`config.mk`:
```
export PLATFORM = sky130hd
export DESIGN_NAME = mbe_merge
export DESIGN_NICKNAME = d
export VERILOG_FILES = /design/src/rtl/mandelbrot_escape_8_lanes_macros.svh /design/src/rtl/mbe_pkg.sv /design/src/rtl/mbe_merge.sv
export SDC_FILE = /design/constraint.sdc
export NUM_CORES = 1
export LEC_CHECK = 0
export BUFFER_PORTS_ARGS = -buffer_cell sky130_fd_sc_hd__buf_2
export CORE_AREA = 2 2 39 41
export DETAILED_ROUTE_END_ITERATION = 10
export DIE_AREA = 0 0 41 43
export PLACE_DENSITY = 0.3
export SYNTH_ARGS = -nofsm -noshare
export SYNTH_HDL_FRONTEND = slang
export SYNTH_SLANG_ARGS = --single-unit
```
`constraint.sdc`:
```
create_clock -name vclk -period 0.8
set_clock_uncertainty 0.1 [all_clocks]
set_input_delay 0.04 -clock vclk [all_inputs]
set_output_delay 0.04 -clock vclk [all_outputs]
set_load 0.02 [all_outputs]
```
`src/rtl/mandelbrot_escape_8_lanes_macros.svh`:
```
//------------------------------------------------------------------------------
// Assertion macros for the mandelbrot escape block
// Implication checks on the block clock with reset masking.
//------------------------------------------------------------------------------
`ifndef MANDELBROT_ESCAPE_8_LANES_MACROS_SVH
`define MANDELBROT_ESCAPE_8_LANES_MACROS_SVH

// same-cycle implication
`define MBE_ASSERT_SAME(label, ante, cons, msg) \
    label: assert property (@(posedge aclk) disable iff (!aresetn) (ante) |-> (cons)) \
        else $error(msg);

// next-cycle implication
`define MBE_ASSERT_NEXT(label, ante, cons, msg) \
    label: assert property (@(posedge aclk) disable iff (!aresetn) (ante) |=> (cons)) \
        else $error(msg);

`endif

```
`src/rtl/mbe_pkg.sv`:
```
//------------------------------------------------------------------------------
// mbe_pkg
// Shared widths, constants, types and saturation helpers.
//------------------------------------------------------------------------------
package mbe_pkg;

    localparam int LANES     = 8;
    localparam int FRAC_BITS = 28;

    localparam int IN_W   = 31;
    localparam int REG_W  = 32;
    localparam int SUM_W  = REG_W + 2;
    localparam int PROD_W = 2 * REG_W;
    localparam int OUT_W  = 8;
    localparam int LIM_W  = 8;

    localparam logic [LIM_W-1:0] LIMIT_RESET = LIM_W'(50);

    localparam logic signed [REG_W-1:0] REG_MAX = {1'b0, {(REG_W-1){1'b1}}};
    localparam logic signed [REG_W-1:0] REG_MIN = {1'b1, {(REG_W-1){1'b0}}};

    localparam logic signed [SUM_W-1:0] BOUND_SUM = SUM_W'(64'sd4 <<< FRAC_BITS);

    typedef struct packed {
        logic start;
        logic run;
    } lane_ctrl_t;

    typedef struct packed {
        logic [OUT_W-1:0] member_bits;
        logic             all_escaped;
    } merge_t;

    function automatic logic signed [REG_W-1:0] sat_sum(input logic signed [SUM_W-1:0] v);
        if (v > SUM_W'(REG_MAX)) begin
            return REG_MAX;
        end else if (v < SUM_W'(REG_MIN)) begin
            return REG_MIN;
        end
        return REG_W'(v);
    endfunction

    function automatic logic signed [REG_W-1:0] sat_prod(input logic signed [PROD_W-1:0] v);
        if (v > PROD_W'(REG_MAX)) begin
            return REG_MAX;
        end else if (v < PROD_W'(REG_MIN)) begin
            return REG_MIN;
        end
        return REG_W'(v);
    endfunction

endpackage

```
`src/rtl/mbe_merge.sv`:
```
//------------------------------------------------------------------------------
// mbe_merge
// Combine lane escape flags into the membership byte, MSB first.
//------------------------------------------------------------------------------
module mbe_merge (
    input  logic [mbe_pkg::LANES-1:0] esc_now,
    output mbe_pkg::merge_t           result
);

    always_comb begin
        result.member_bits = '0;
        for (int k = 0; k < mbe_pkg::LANES; k++) begin
            result.member_bits[mbe_pkg::OUT_W-1-k] = ~esc_now[k];
        end
        result.all_escaped = &esc_now;
    end

endmodule
```
Word-level counts from Yosys, hierarchy flattened:

Index checks and enable logic that the tools add are counted.

* flip-flop bits (word level): 0
* latch bits: 0
* memory bits (writable): 0
* ROM bits: 0
* input bits: 8
* word-level logic and storage cells: 9
* memories kept: 0

* add/sub/neg operators: 0
* multiply operators: 0
* divide/modulo/power cells: 0
* order comparisons: 0
* equality and inequality tests: 0
* shift operators: 0
* muxes and demuxes: 0
* bitwise gates (word level): 8
* reduce and logical (&&, ||, !) cells: 1

Operators by type and width (count)
* 1-bit inverter: 8
* 8-bit AND reduction: 1

Longest topological paths before layout:

* word-level depth: 1
* gate-level depth with buffers: 2

Worst setup path after synthesis:

OpenSTA, ideal clock, no wires.

* path kind: in2out
* from: in esc_now[1] (netlist name)
* to: out result[0] (netlist name)
* arrival: 0.424 ns
* data required time: 0.660 ns
* path slack: 0.236 ns
* cell stages on the path: 2
* path buffers: 0
* cells stage by stage: nand4_1 -> nor2_1

RTL lines
* start: declaration: RTL line mbe_merge.sv:6 `input logic [mbe_pkg::LANES-1:0] esc_now,`
* end: declaration: RTL line mbe_merge.sv:7 `output mbe_pkg::merge_t result`

==> flow_summary.toml <==
[drt]
vias_per_cell = 2.818
post_drt_wl_per_cell_um = 4.432
drt-pass1-iter-count = 1
ant_nets = 0
drc = 0
routed_wl_um = 195
vias = 124
drt_iter0_markers = 0

[sta]
tns_ns = 0
min_period_ns = 0.6371
slew_violations = 0
max_freq_mhz = 1570
maxSlewHeadroom_pct = 93.34
hold_violations = 0
worst_pin_slew_ns = 0.09964
worst_hold_slack_ns = 0.2368
post-route-period-util_pct = 79.64
rsz0062_at_grt = "no"
setup_viol = 0

[global_routing]
grt_max_degree = 3
antenna_found_initial = 0
gr-total-overflow = 0
grt_pass1_wl_um = 179
grt_pass1_vias = 63
track_usage_pct = 1.399

[power]
p_leak_nw = 0.1129
power.density_nw_per_um2 = 526.4
ir_drop_mv = 0.08469
p_total_w = 0.00007970

[placed_design]
finalWeightedCongestion = 0.5430
place.detailed.hpwl_um = 189.1
portBuffers = 17
placed_cell_area_um2 = 151.4

[die]
dieArea_um2 = 1763
core_um2 = 1384
rows = 14
start_util_pct = 3.345
ioPinCount = 17
die-height_um = 43
die_w_um = 41

[setup_path]
crit_end = "result[0]"
critPathMaxFanout = 2
cp.depth = 4
max_stage_delay_ns = 0.17
startpoint_type = "primary input"
startpoint = "esc_now[4]"
path_common_cell = "buf_2"
worst_ep_arrival_time_ns = 0.50
critPathTopFamily = "buffers and inverters"
crit_slowest_cell = "buf_2"
path_class = "primary input to output pin"
crit_path_end_kind = "output pin"
critical_path_buf_inv_count = 2
critical_path_required_ns = 0.66
path_cells = "buf_2 > nand4_1 > nor2_1 > buf_2"

[yosys]
yosys_warnings = 0
postSynthAreaPerCell_um2 = 4.209
seq_area_frac_synth_pct = 0
mappedNetlistArea_um2 = 46.29
syn_nets = 19
synth_cell_types = 3
syn_inst = 11

[finish]
fin_nets = 38
n_antenna_cell = 0
final_common_cell = "buf_2"
nClkBuffers = 0
layout_common_cells = "17 x buf_2, 8 x inv_1, 2 x nand4_1"
sequential_cell_total = 0
finalInstanceArea_um2 = 151.4
syn_to_final_growth_pct = 227.0
final-seq-area_um2 = 0
post_route_cells_drive_above_1_share_pct = 60.71
finish.utilization_pct = 10.94

[hold_path]
hp-class = "primary input to output pin"

[clock_network]
postCtsResizedCells = 0
cts_hold_buf = 0
post-cts-setup-buffer-count = 0

[run]
cap_violations = 0

[outcome]
status = "completed"
-- layout make-up --
cell class	instances	area [µm²]
Inverter	8	30.03
Timing Repair Buffer	17	85.08
Tap cell	16	20.02
Fill cell	159	1232
Multi-Input combinational cell	3	16.27
-- logic make-up (layout without fill, tap and decap cells) --
group,Yosys count,after routing,share of synthesized area [%]
buf+inv,8,25,64.87
simple gates,3,3,35.12
-- metal layers --
| layer | part of all wire, % | wire length, µm | vias to the layer above | global-route usage (%) |
|---|---|---|---|---|
| met4 | 0 | 0 | 0 | 0 |
| met1 | 34 | 66 | 44 | 1.582 |
| met3 | 34 | 67 | 0 | 0 |
| li1 | - | - | 63 | - |
| met2 | 31 | 61 | 17 | 2.813 |
| met5 | 0 | 0 | - | 0 |
-- where the power goes --
part / switching, W / total [W] / leakage (nW) / internal [W]
sequential: 0 / 0 / 0 / 0
combinational: 0.0000479 / 0.0000797 / 0.113 / 0.0000318
clock: 0 / 0 / 0 / 0
-- through the flow --
stage | setup slack, ns | instances
3_3_place_gp | 0.1544 | 44
6_report | 0.1629 | 44
5_1_grt | 0.1118 | 44
2_1_floorplan | 0.2355 | 11
3_5_place_dp | 0.1561 | 44
4_1_cts | 0.1561 | 44
-- how the worst min path moves through the flow --
stage               startpoint         to  cells after the start  slack [ns]
floorplan           esc_now[7]  result[1]                      1        0.06
global placement    esc_now[4]  result[4]                      3        0.24
detailed placement  esc_now[5]  result[3]                      3        0.24
CTS                 esc_now[5]  result[3]                      3        0.24
global route        esc_now[4]  result[4]                      3        0.25
finish              esc_now[5]  result[3]                      3        0.24
-- cells in the mapped netlist --
library cell  instances  area share, %
inv_1                 8             65
nand4_1               2             27
nor2_1                1            8.1
(Power assumes the default switching activity.)
